--- src/assert_macros.svh ---
// assertion helpers included by the top rtl file
`ifndef ASSERT_MACROS_SVH
`define ASSERT_MACROS_SVH

// checked only while out of reset
`define OCL_ASSERT(lbl, clk, rstn, prop, msg) \
    lbl: assert property (@(posedge clk) disable iff (!rstn) (prop)) else $error(msg);

// checked at every edge, reset included
`define OCL_ASSERT_ALWAYS(lbl, clk, prop, msg) \
    lbl: assert property (@(posedge clk) (prop)) else $error(msg);

`endif

--- src/ocl_pkg.sv ---
`timescale 1ns / 1ps
// ----------------------------------------------------------------------------
// ocl_pkg
// Shared types, constants and saturating helpers of the log transform unit.
// ----------------------------------------------------------------------------
package ocl_pkg;

    localparam int DW        = 32;
    localparam int FRAC_BITS = 16;
    localparam int LOG_FRAC  = 24;

    localparam logic [63:0] E_Q60   = 64'h2B7E_1516_28AE_D2A6;
    localparam logic [30:0] E_RAW   = 31'((E_Q60 + (64'd1 << (59 - FRAC_BITS)))
                                          >> (60 - FRAC_BITS));
    localparam logic [30:0] ONE_RAW = 31'(1) << FRAC_BITS;
    localparam logic [31:0] LN2_Q32 = 32'd2977044472;

    localparam logic signed [DW-1:0] SMAX = {1'b0, {(DW-1){1'b1}}};
    localparam logic signed [DW-1:0] SMIN = {1'b1, {(DW-1){1'b0}}};

    localparam int QDEPTH = 4;
    localparam int QAW    = $clog2(QDEPTH);

    typedef enum logic [1:0] {
        FN_FIT   = 2'd0,
        FN_APPLY = 2'd1,
        FN_EMPTY = 2'd2
    } t_func;

    typedef enum logic [1:0] {
        ST_OK         = 2'd0,
        ST_NOT_FITTED = 2'd1,
        ST_BASE_ONE   = 2'd2
    } t_status;

    typedef enum logic [1:0] {
        REG_BASE      = 2'd0,
        REG_USER_OFF  = 2'd1,
        REG_AUTO_OFF  = 2'd2,
        REG_FLOOR     = 2'd3
    } t_reg_idx;

    typedef struct packed {
        logic [30:0]          base_raw;
        logic signed [DW-1:0] user_offset;
        logic                 auto_en;
        logic [30:0]          floor_eff;
    } t_cfg;

    // work handed from front to back
    typedef struct packed {
        logic          is_log;
        logic [DW-1:0] value;
        logic          kind;
        t_status       status;
    } t_job;

    function automatic logic signed [DW-1:0] sat_add(input logic signed [DW-1:0] a,
                                                     input logic signed [DW-1:0] b);
        logic signed [DW:0] s;
        s = {a[DW-1], a} + {b[DW-1], b};
        if (s[DW] != s[DW-1]) begin
            return s[DW] ? SMIN : SMAX;
        end
        return s[DW-1:0];
    endfunction

    function automatic logic signed [DW-1:0] sat_sub(input logic signed [DW-1:0] a,
                                                     input logic signed [DW-1:0] b);
        logic signed [DW:0] s;
        s = {a[DW-1], a} - {b[DW-1], b};
        if (s[DW] != s[DW-1]) begin
            return s[DW] ? SMIN : SMAX;
        end
        return s[DW-1:0];
    endfunction

endpackage

--- src/offset_clamped_log_transform_unit.sv ---
`timescale 1ns / 1ps
// ----------------------------------------------------------------------------
// offset_clamped_log_transform_unit
// Q16.16 log transform of spectral samples with a fitted or fixed offset.
// ----------------------------------------------------------------------------
// The front takes one beat per cycle for ordinary fit samples; the last fit
// beat, an empty fit and an apply beat keep the front full until their work
// is queued. Apply work goes through a 4-entry queue to the back, which runs
// a log2 unit (5 normalize steps, then 24 squarings on one 32x32 multiplier).
// A natural log result is then scaled by ln 2; any other base also takes
// the log2 of the base and a 47-step bit-serial divider. Fit reports and
// not-fitted results pass the back without the log2 unit. Results wait
// in one output register while the back goes on with the next queued beat.
// ----------------------------------------------------------------------------
`include "assert_macros.svh"

module offset_clamped_log_transform_unit import ocl_pkg::*; (
    input  logic                 i_clk,
    input  logic                 i_rst_n,
    // input beats
    input  logic                 push,
    output logic                 full,
    input  logic [1:0]           i_func,
    input  logic signed [DW-1:0] i_sample,
    input  logic                 i_is_last,
    // result beats
    output logic                 empty,
    input  logic                 pop,
    output logic signed [DW-1:0] o_value,
    output logic                 o_report_kind,
    output logic [1:0]           o_status,
    // register writes
    input  logic                 i_cfg_we,
    input  logic [1:0]           i_cfg_idx,
    input  logic [DW-1:0]        i_cfg_data
);

    logic [30:0]          r_base_raw;
    logic signed [DW-1:0] r_user_offset;
    logic                 r_auto_en;
    logic [30:0]          r_floor;

    t_cfg    cfg;
    logic    q_push;
    logic    q_full;
    t_job    q_job;
    logic    q_pop;
    logic    q_empty;
    t_job    q_head;
    t_status back_status;

    // plain register file; the user must write it only while the unit is idle, the block does not enforce this
    always_ff @(posedge i_clk) begin
        if (!i_rst_n) begin
            r_base_raw    <= '0;
            r_user_offset <= '0;
            r_auto_en     <= 1'b0;
            r_floor       <= 31'd1;
        end else if (i_cfg_we) begin
            case (i_cfg_idx)
                REG_BASE:     r_base_raw    <= i_cfg_data[30:0];
                REG_USER_OFF: r_user_offset <= i_cfg_data;
                REG_AUTO_OFF: r_auto_en     <= i_cfg_data[0];
                REG_FLOOR:    r_floor       <= i_cfg_data[30:0];
                default: ;
            endcase
        end
    end

    // a zero floor acts as the smallest positive value
    always_comb begin
        cfg.base_raw    = r_base_raw;
        cfg.user_offset = r_user_offset;
        cfg.auto_en     = r_auto_en;
        cfg.floor_eff   = (r_floor == '0) ? 31'd1 : r_floor;
    end

    ocl_front u_front (
        .i_clk    (i_clk),
        .i_rst_n  (i_rst_n),
        .i_push   (push),
        .o_full   (full),
        .i_func   (i_func),
        .i_sample (i_sample),
        .i_is_last(i_is_last),
        .i_cfg    (cfg),
        .o_q_push (q_push),
        .o_q_job  (q_job),
        .i_q_full (q_full)
    );

    ocl_fifo u_fifo (
        .i_clk  (i_clk),
        .i_rst_n(i_rst_n),
        .i_push (q_push),
        .i_job  (q_job),
        .o_full (q_full),
        .i_pop  (q_pop),
        .o_head (q_head),
        .o_empty(q_empty)
    );

    ocl_back u_back (
        .i_clk        (i_clk),
        .i_rst_n      (i_rst_n),
        .i_cfg        (cfg),
        .i_q_empty    (q_empty),
        .i_q_job      (q_head),
        .o_q_pop      (q_pop),
        .i_pop        (pop),
        .o_empty      (empty),
        .o_value      (o_value),
        .o_report_kind(o_report_kind),
        .o_status     (back_status)
    );

    assign o_status = back_status;

    // front only pushes when the queue has room
    `OCL_ASSERT(a_q_no_overflow, i_clk, i_rst_n, !(q_push && q_full), "work queue overflow")
    // offset reports never carry an error status
    `OCL_ASSERT(a_rpt_ok, i_clk, i_rst_n, !empty && o_report_kind |-> back_status == ST_OK, "bad report")
    // a base-one result carries a zero value
    `OCL_ASSERT(a_one_zero, i_clk, i_rst_n, !empty && back_status == ST_BASE_ONE |-> o_value == '0, "base one")
    // nothing waits on the result side right after reset
    `OCL_ASSERT_ALWAYS(a_reset_empty, i_clk, !i_rst_n |=> empty, "result pending after reset")

endmodule

--- src/ocl_front.sv ---
`timescale 1ns / 1ps
// ----------------------------------------------------------------------------
// ocl_front
// Takes input beats, tracks the fit minimum, fixes the offset and queues work.
// ----------------------------------------------------------------------------
module ocl_front import ocl_pkg::*; (
    input  logic                 i_clk,
    input  logic                 i_rst_n,
    input  logic                 i_push,
    output logic                 o_full,
    input  logic [1:0]           i_func,
    input  logic signed [DW-1:0] i_sample,
    input  logic                 i_is_last,
    input  t_cfg                 i_cfg,
    output logic                 o_q_push,
    output t_job                 o_q_job,
    input  logic                 i_q_full
);

    typedef enum logic [2:0] {
        S_IDLE,
        S_FIT_SUB,
        S_FIT_ADD,
        S_REPORT,
        S_APPLY
    } t_state;

    t_state               r_state;
    logic signed [DW-1:0] r_min;
    logic                 r_min_seen;
    logic                 r_fitted;
    logic signed [DW-1:0] r_active;
    logic signed [DW-1:0] r_off;
    logic signed [DW-1:0] r_diff;
    logic                 r_use_diff;
    logic signed [DW-1:0] r_sample;
    logic                 r_not_fit;

    logic signed [DW-1:0] fit_t;
    logic signed [DW-1:0] n_min;
    logic signed [DW-1:0] off_sel;
    logic signed [DW-1:0] v_sum;
    logic signed [DW-1:0] v_pos;
    logic signed [DW-1:0] floor_s;

    assign floor_s = $signed({1'b0, i_cfg.floor_eff});

    always_comb begin
        fit_t   = sat_add(i_sample, i_cfg.user_offset);
        n_min   = (!r_min_seen || (fit_t < r_min)) ? fit_t : r_min;
        off_sel = i_cfg.auto_en ? r_active : i_cfg.user_offset;
        v_sum   = sat_add(r_sample, off_sel);
        v_pos   = (v_sum > 0) ? v_sum : floor_s;
    end

    assign o_full   = (r_state != S_IDLE);
    assign o_q_push = ((r_state == S_REPORT) || (r_state == S_APPLY)) && !i_q_full;

    always_comb begin
        o_q_job = '0;
        case (r_state)
            S_REPORT: begin
                o_q_job.is_log = 1'b0;
                o_q_job.value  = r_off;
                o_q_job.kind   = 1'b1;
                o_q_job.status = ST_OK;
            end
            S_APPLY: begin
                if (r_not_fit) begin
                    o_q_job.is_log = 1'b0;
                    o_q_job.value  = '0;
                    o_q_job.status = ST_NOT_FITTED;
                end else begin
                    o_q_job.is_log = 1'b1;
                    o_q_job.value  = v_pos;
                    o_q_job.status = ST_OK;
                end
                o_q_job.kind = 1'b0;
            end
            default: o_q_job = '0;
        endcase
    end

    always_ff @(posedge i_clk) begin
        if (!i_rst_n) begin
            r_state    <= S_IDLE;
            r_min      <= '0;
            r_min_seen <= 1'b0;
            r_fitted   <= 1'b0;
            r_active   <= '0;
        end else begin
            case (r_state)
                S_IDLE: begin
                    if (i_push) begin
                        case (i_func)
                            FN_FIT: begin
                                r_min      <= n_min;
                                r_min_seen <= !i_is_last;
                                if (i_is_last) begin
                                    r_state <= S_FIT_SUB;
                                end
                            end
                            FN_EMPTY: begin
                                r_min_seen <= 1'b0;
                                r_off      <= i_cfg.user_offset;
                                r_state    <= S_REPORT;
                            end
                            FN_APPLY: begin
                                r_sample  <= i_sample;
                                r_not_fit <= i_cfg.auto_en && !r_fitted;
                                r_state   <= S_APPLY;
                            end
                            default: ;
                        endcase
                    end
                end
                S_FIT_SUB: begin
                    r_use_diff <= i_cfg.auto_en && (r_min <= 0);
                    r_diff     <= sat_sub(floor_s, r_min);
                    r_state    <= S_FIT_ADD;
                end
                S_FIT_ADD: begin
                    r_off   <= r_use_diff ? sat_add(i_cfg.user_offset, r_diff)
                                          : i_cfg.user_offset;
                    r_state <= S_REPORT;
                end
                S_REPORT: begin
                    if (!i_q_full) begin
                        r_active <= r_off;
                        r_fitted <= 1'b1;
                        r_state  <= S_IDLE;
                    end
                end
                S_APPLY: begin
                    if (!i_q_full) begin
                        r_state <= S_IDLE;
                    end
                end
                default: r_state <= S_IDLE;
            endcase
        end
    end

endmodule

--- src/ocl_fifo.sv ---
`timescale 1ns / 1ps
// ----------------------------------------------------------------------------
// ocl_fifo
// Short work queue between the front and the back.
// ----------------------------------------------------------------------------
module ocl_fifo import ocl_pkg::*; (
    input  logic i_clk,
    input  logic i_rst_n,
    input  logic i_push,
    input  t_job i_job,
    output logic o_full,
    input  logic i_pop,
    output t_job o_head,
    output logic o_empty
);

    t_job           r_mem [QDEPTH];
    logic [QAW-1:0] r_wp;
    logic [QAW-1:0] r_rp;
    logic [QAW:0]   r_cnt;
    logic           do_push;
    logic           do_pop;

    assign o_full  = (r_cnt == (QAW+1)'(QDEPTH));
    assign o_empty = (r_cnt == '0);
    assign o_head  = r_mem[r_rp];
    assign do_push = i_push && !o_full;
    assign do_pop  = i_pop && !o_empty;

    always_ff @(posedge i_clk) begin
        if (do_push) begin
            r_mem[r_wp] <= i_job;
        end
    end

    always_ff @(posedge i_clk) begin
        if (!i_rst_n) begin
            r_wp  <= '0;
            r_rp  <= '0;
            r_cnt <= '0;
        end else begin
            if (do_push) begin
                r_wp <= r_wp + 1'b1;
            end
            if (do_pop) begin
                r_rp <= r_rp + 1'b1;
            end
            case ({do_push, do_pop})
                2'b10:   r_cnt <= r_cnt + 1'b1;
                2'b01:   r_cnt <= r_cnt - 1'b1;
                default: r_cnt <= r_cnt;
            endcase
        end
    end

endmodule

--- src/ocl_back.sv ---
`timescale 1ns / 1ps
// ----------------------------------------------------------------------------
// ocl_back
// Log2 by repeated squaring, ln scaling or base division, result register.
// ----------------------------------------------------------------------------
module ocl_back import ocl_pkg::*; (
    input  logic                 i_clk,
    input  logic                 i_rst_n,
    input  t_cfg                 i_cfg,
    input  logic                 i_q_empty,
    input  t_job                 i_q_job,
    output logic                 o_q_pop,
    input  logic                 i_pop,
    output logic                 o_empty,
    output logic signed [DW-1:0] o_value,
    output logic                 o_report_kind,
    output t_status              o_status
);

    typedef enum logic [3:0] {
        B_IDLE,
        B_NORM,
        B_SQR,
        B_LN_MUL,
        B_LN_RND,
        B_DIV_INIT,
        B_DIV,
        B_DFIN,
        B_OUT
    } t_state;

    t_state               r_state;
    logic [31:0]          r_m;
    logic [4:0]           r_s;
    logic [2:0]           r_step;
    logic [4:0]           r_sq_cnt;
    logic [5:0]           r_div_cnt;
    logic [23:0]          r_frac;
    logic                 r_pass_base;
    logic [30:0]          r_v;
    logic signed [29:0]   r_lb;
    logic signed [29:0]   r_lv;
    logic                 r_neg;
    logic [60:0]          r_prod;
    logic [46:0]          r_num;
    logic [29:0]          r_den;
    logic [29:0]          r_rem;
    logic [46:0]          r_q;
    logic signed [DW-1:0] r_res;
    logic                 r_res_kind;
    t_status              r_res_status;
    logic                 r_ov;
    logic signed [DW-1:0] r_out_value;
    logic                 r_out_kind;
    t_status              r_out_status;

    logic        is_nat;
    logic        is_one;
    logic        out_free;
    logic [4:0]  norm_k;
    logic        norm_zero;
    logic [63:0] sq;
    logic        sq_ovf;
    logic [31:0] m_next;
    logic [23:0] frac_next;
    logic [5:0]  l_hi;
    logic signed [29:0] l_val;
    logic [29:0] abs_lv;
    logic [29:0] abs_lb;
    logic [60:0] ln_sum;
    logic [20:0] ln_mag;
    logic [30:0] rem_sh;
    logic        rem_ge;

    assign is_nat   = (i_cfg.base_raw == '0) || (i_cfg.base_raw == E_RAW);
    assign is_one   = (i_cfg.base_raw == ONE_RAW);
    assign out_free = !r_ov || i_pop;
    assign o_q_pop  = (r_state == B_IDLE) && !i_q_empty;

    always_comb begin
        norm_k    = 5'd16 >> r_step;
        norm_zero = ((r_m >> (6'd32 - {1'b0, norm_k})) == '0);
        sq        = r_m * r_m;
        sq_ovf    = sq[63];
        m_next    = sq_ovf ? sq[63:32] : sq[62:31];
        frac_next = {r_frac[22:0], sq_ovf};
        l_hi      = 6'd15 - {1'b0, r_s};
        l_val     = $signed({l_hi, frac_next});
        abs_lv    = r_lv[29] ? 30'(-r_lv) : r_lv;
        abs_lb    = r_lb[29] ? 30'(-r_lb) : r_lb;
        ln_sum    = r_prod + (61'd1 << 39);
        ln_mag    = ln_sum[60:40];
        rem_sh    = {r_rem, r_num[46]};
        rem_ge    = (rem_sh >= {1'b0, r_den});
    end

    assign o_empty       = !r_ov;
    assign o_value       = r_out_value;
    assign o_report_kind = r_out_kind;
    assign o_status      = r_out_status;

    always_ff @(posedge i_clk) begin
        if (!i_rst_n) begin
            r_state <= B_IDLE;
            r_ov    <= 1'b0;
        end else begin
            if ((r_state == B_OUT) && out_free) begin
                r_ov <= 1'b1;
            end else if (i_pop && r_ov) begin
                r_ov <= 1'b0;
            end
            case (r_state)
                B_IDLE: begin
                    if (!i_q_empty) begin
                        r_res_kind   <= i_q_job.kind;
                        r_v          <= i_q_job.value[30:0];
                        r_s          <= '0;
                        r_step       <= '0;
                        if (!i_q_job.is_log) begin
                            r_res        <= i_q_job.value;
                            r_res_status <= i_q_job.status;
                            r_state      <= B_OUT;
                        end else if (is_nat) begin
                            r_res_status <= i_q_job.status;
                            r_pass_base  <= 1'b0;
                            r_m          <= {1'b0, i_q_job.value[30:0]};
                            r_state      <= B_NORM;
                        end else if (is_one) begin
                            r_res        <= '0;
                            r_res_status <= ST_BASE_ONE;
                            r_state      <= B_OUT;
                        end else begin
                            r_res_status <= i_q_job.status;
                            r_pass_base  <= 1'b1;
                            r_m          <= {1'b0, i_cfg.base_raw};
                            r_state      <= B_NORM;
                        end
                    end
                end
                B_NORM: begin
                    if (norm_zero) begin
                        r_m <= r_m << norm_k;
                        r_s <= r_s + norm_k;
                    end
                    r_step <= r_step + 1'b1;
                    if (r_step == 3'd4) begin
                        r_sq_cnt <= '0;
                        r_frac   <= '0;
                        r_state  <= B_SQR;
                    end
                end
                B_SQR: begin
                    r_frac   <= frac_next;
                    r_sq_cnt <= r_sq_cnt + 1'b1;
                    if (r_sq_cnt == 5'(LOG_FRAC - 1)) begin
                        if (r_pass_base) begin
                            r_lb <= l_val;
                            if (l_val == '0) begin
                                r_res        <= '0;
                                r_res_status <= ST_BASE_ONE;
                                r_state      <= B_OUT;
                            end else begin
                                r_pass_base <= 1'b0;
                                r_m         <= {1'b0, r_v};
                                r_s         <= '0;
                                r_step      <= '0;
                                r_state     <= B_NORM;
                            end
                        end else begin
                            r_lv    <= l_val;
                            r_state <= is_nat ? B_LN_MUL : B_DIV_INIT;
                        end
                    end else begin
                        r_m <= m_next;
                    end
                end
                B_LN_MUL: begin
                    r_prod  <= abs_lv[28:0] * LN2_Q32;
                    r_neg   <= r_lv[29];
                    r_state <= B_LN_RND;
                end
                B_LN_RND: begin
                    r_res   <= r_neg ? -$signed({11'b0, ln_mag}) : $signed({11'b0, ln_mag});
                    r_state <= B_OUT;
                end
                B_DIV_INIT: begin
                    r_num     <= {1'b0, abs_lv[28:0], 16'b0, 1'b0} + {18'b0, abs_lb[28:0]};
                    r_den     <= {abs_lb[28:0], 1'b0};
                    r_rem     <= '0;
                    r_q       <= '0;
                    r_div_cnt <= '0;
                    r_neg     <= r_lv[29] != r_lb[29];
                    r_state   <= B_DIV;
                end
                B_DIV: begin
                    r_rem     <= rem_ge ? 30'(rem_sh - {1'b0, r_den}) : rem_sh[29:0];
                    r_q       <= {r_q[45:0], rem_ge};
                    r_num     <= r_num << 1;
                    r_div_cnt <= r_div_cnt + 1'b1;
                    if (r_div_cnt == 6'd46) begin
                        r_state <= B_DFIN;
                    end
                end
                B_DFIN: begin
                    if (r_neg) begin
                        r_res <= (r_q > 47'h0_8000_0000) ? SMIN : -$signed(r_q[31:0]);
                    end else begin
                        r_res <= (r_q > 47'h0_7FFF_FFFF) ? SMAX : $signed(r_q[31:0]);
                    end
                    r_state <= B_OUT;
                end
                B_OUT: begin
                    if (out_free) begin
                        r_out_value  <= r_res;
                        r_out_kind   <= r_res_kind;
                        r_out_status <= r_res_status;
                        r_state      <= B_IDLE;
                    end
                end
                default: r_state <= B_IDLE;
            endcase
        end
    end

endmodule
--- config.mk ---
export PLATFORM = sky130hd
export DESIGN_NAME = offset_clamped_log_transform_unit
export DESIGN_NICKNAME = d
export VERILOG_FILES = /design/src/ocl_pkg.sv /design/src/offset_clamped_log_transform_unit.sv /design/src/ocl_front.sv /design/src/ocl_fifo.sv /design/src/ocl_back.sv
export VERILOG_INCLUDE_DIRS = /design/src /design/src/src
export SDC_FILE = /design/constraint.sdc
export NUM_CORES = 2
export LEC_CHECK = 0
export BUFFER_PORTS_ARGS = -buffer_cell sky130_fd_sc_hd__buf_4
export CAP_MARGIN = 20
export CORE_MARGIN = 4
export CORE_UTILIZATION = 40
export CTS_CLUSTER_DIAMETER = 120
export DETAILED_ROUTE_END_ITERATION = 12
export GPL_ROUTABILITY_DRIVEN = 0
export PLACE_DENSITY = 0.53
export RECOVER_POWER = 100
export REMOVE_ABC_BUFFERS = 1
export SLEW_MARGIN = 20
export SYNTH_ARGS = -nofsm -noshare
export SYNTH_HDL_FRONTEND = slang
export SYNTH_SLANG_ARGS = --single-unit
--- constraint.sdc ---
create_clock -name i_clk -period 16.6 [get_ports i_clk]
set_input_delay 0.83 -clock i_clk [delete_from_list [all_inputs] [get_ports i_clk]]
set_output_delay 0.83 -clock i_clk [all_outputs]
set_load 0.005 [all_outputs]
==> impl_metrics.tcl <==
set metrics [dict create \
    wire_per_inst_um 22.2 \
    drt-total-wl_um 273000 \
    clk_pin_slew_ns 0.06 \
    failed_checks "max-capacitance violations, max-slew violations" \
    antenna_found_initial 7 \
    finalCritPeriodShare 0.816 \
    viasPerCell 5.40 \
    fin_cells 12300 \
    grt_max_degree 138 \
    ios 111 \
    place_hpwl_um 214000 \
    nets 11300 \
    finalMaxSlewViolations 1270 \
    finClkSkew_ns 0.0488 \
    drv_cap 32 \
    die_h_um 483 \
    yosys_register_bits 826 \
    async_flop_share 0 \
    cts_buffers 90 \
    area_delta_synth_final_pct 7.63 \
    outcome "complete, but fails checks" \
    min-delay-start "i_sample[28]" \
    grtUsageTotal 0.231 \
    synth-edff-count 648 \
    first_pass_iters 7 \
    largest_register_ffs 140 \
    min_to "u_front.r_sample[28]" \
    cts_tree "built" \
    rsz0062_at_grt "no" \
    row_count 174 \
    cts-root-buf "clkbuf_16" \
    critical_path.max_fanout 32 \
    post_dp_cell_area_sq_mm 0.0945 \
    drc_errors 0 \
    ctsResizeCount 0 \
    post_cts_buffers 0 \
    largestRegisters "u_fifo.r_mem: 140 flops, u_back.r_num: 47 flops, u_back.r_q: 47 flops" \
    reg2regPathDepth 25 \
    worst_setup_path_end_kind "register" \
    io_buffer_count 110 \
    core_sq_mm 0.225 \
    critPathKind "register to register" \
    synth-main-ff-cell "edfxtp_1" \
    synthTopCellsByArea "fa_1 (25%), edfxtp_1 (22%), ha_1 (12%)" \
    synth_area_sq_mm 0.0903 \
    ys_types 88 \
    start_util 0.402 \
    holdBufCountCts 0 \
    cts.path.max_buffers 3 \
    min_delay_path_depth 1 \
    grt_pass1_wl_um 419000 \
    cp.required_ns 17.14 \
    r2r-start "u_back.r_m[7]" \
    ys_warn_count 0 \
    period_needed_ns 13.55 \
    slew_headroom -3.58 \
    synth-seq-area-share 0.255 \
    layout_common_cells "inv_1 (1691), fa_1 (1132), nand2_1 (901)" \
    synth_top_area_share 0.251 \
    mostFrequentLayoutCell "inv_1" \
    synth.avg_cell_area_sq_um 9.71 \
    synthCells 9302 \
    hold_viol 0 \
    dp.cells 12100 \
    tns_ns 0 \
    insertion_delay_ns 0.71 \
    stdcell_area_sq_mm 0.0972 \
    detail-route-antenna-nets 0 \
    grt_overflow 0 \
    reg2reg_slack_ns 3.05 \
    drive_above_1_share 0.0483 \
    dieArea_sq_mm 0.233 \
    vias 66400 \
    cts_max_level 3 \
    fmaxAchievable_mhz 73.8 \
    tightest_slew_ns 6.87 \
    rr_endpoint "u_back.r_m[29]" \
    hold_class "input port to register" \
    setup_viol 0 \
    clock-sinks 826 \
    synth.largest_area_cell "fa_1" \
    first_global_vias 69000 \
    critPathArrivalTime_ns 14.09 \
    critPathLaunchType "register" \
    dr.first_iter.drc_count 4966 \
    fp.dieW_um 483 \
    largest_register "u_fifo.r_mem" \
]
[final cells by class]
cell class / instances / area [sq um]
diodes: 2 / 5.00
clock buffers: 112 / 2380
clock inverters: 57 / 728
fillers: 21800 / 127000
inverters: 1697 / 6370
multi-input cells: 6379 / 59500
flip-flops and latches: 826 / 23000
well taps: 2992 / 3740
repair buffers: 233 / 1490
[cells in the mapped netlist, drive strengths merged, types with 17 or more instances]
cell,instances
edfxtp,648
nor3,124
fa,1132
xnor2,219
or2,28
or3,35
o21ai,309
o221ai,33
xor2,141
nand2,902
and2,214
nor2b,47
o22ai,17
mux4,38
nor2,483
a22oi,29
mux2i,127
dfxtp,178
nor4,56
mux2,39
inv,1695
nand4,87
a211oi,47
nand2b,55
clkbuf,368
buf,32
or4,21
a31oi,35
a21o,120
a21oi,510
and3,121
ha,831
a221oi,21
o211ai,30
o21bai,25
o21a,70
nand3,116
o31ai,91
[critical path, cell delays in order, from the launching register on]
cell	delay, ns
edfxtp_1	0.33
clkbuf_1	1.87
inv_1	0.97
nor2_1	0.59
fa_1	0.49
fa_1	0.52
fa_1	0.54
inv_1	0.06
fa_1	0.48
inv_1	0.05
fa_1	0.50
fa_1	0.58
fa_1	0.45
fa_1	0.46
ha_1	0.36
nand4_1	0.16
o21ai_0	0.89
and4_1	0.49
o31ai_1	0.12
a211oi_1	0.96
clkbuf_1	1.21
buf_4	0.49
and2_0	0.23
nor3_1	0.06
a211o_1	0.30
o221ai_1	0.16
[worst max-delay path by stage]
stage,from,endpoint,cells after the start
after floorplan,u_back.r_m[20],u_back.r_m[0],22
after global placement,u_back.r_lv[2],u_back.r_prod[58],34
after detailed placement,u_back.r_lv[2],u_back.r_prod[58],32
after CTS,u_back.r_lv[2],u_back.r_prod[58],32
after global routing,u_back.r_m[7],u_back.r_m[29],29
final,u_back.r_m[7],u_back.r_m[29],25
[routing by layer]
metal  up-vias  part of all wire  wire length, um  global-route usage
met2      2044              0.48           131000               0.390
met1     33300              0.43           117000               0.310
met3       383             0.057            15600              0.0284
met5         -          0.000048               13                   0
li1      30700                 -                -                   -
met4         2             0.036             9810              0.0744
[stage by stage]
step / utilization / worst slack, ns / hold slack (ns)
after floorplan: - / -0.157 / 0.400
after global placement: 0.421 / 6.05 / 0.405
after detailed placement: 0.421 / 5.97 / 0.405
after CTS: 0.435 / 5.88 / 0.254
after global routing: 0.433 / 2.70 / 0.327
final: 0.433 / 3.05 / 0.374
[kinds of logic after synthesis]
| kind of cell | after synthesis | share of synthesized area |
|---|---|---|
| buf+inv | 2097 | 0.0873 |
| mux | 204 | 0.0284 |
| fa+ha+maj | 1964 | 0.366 |
| flops | 826 | 0.255 |
| simple gates | 2350 | 0.123 |
| xor+xnor | 360 | 0.0349 |
| compound gates | 1501 | 0.105 |
Power is left out: the tool's default activity adds up to more than one toggle a clock period on the data nets, which glitch-free logic cannot reach.
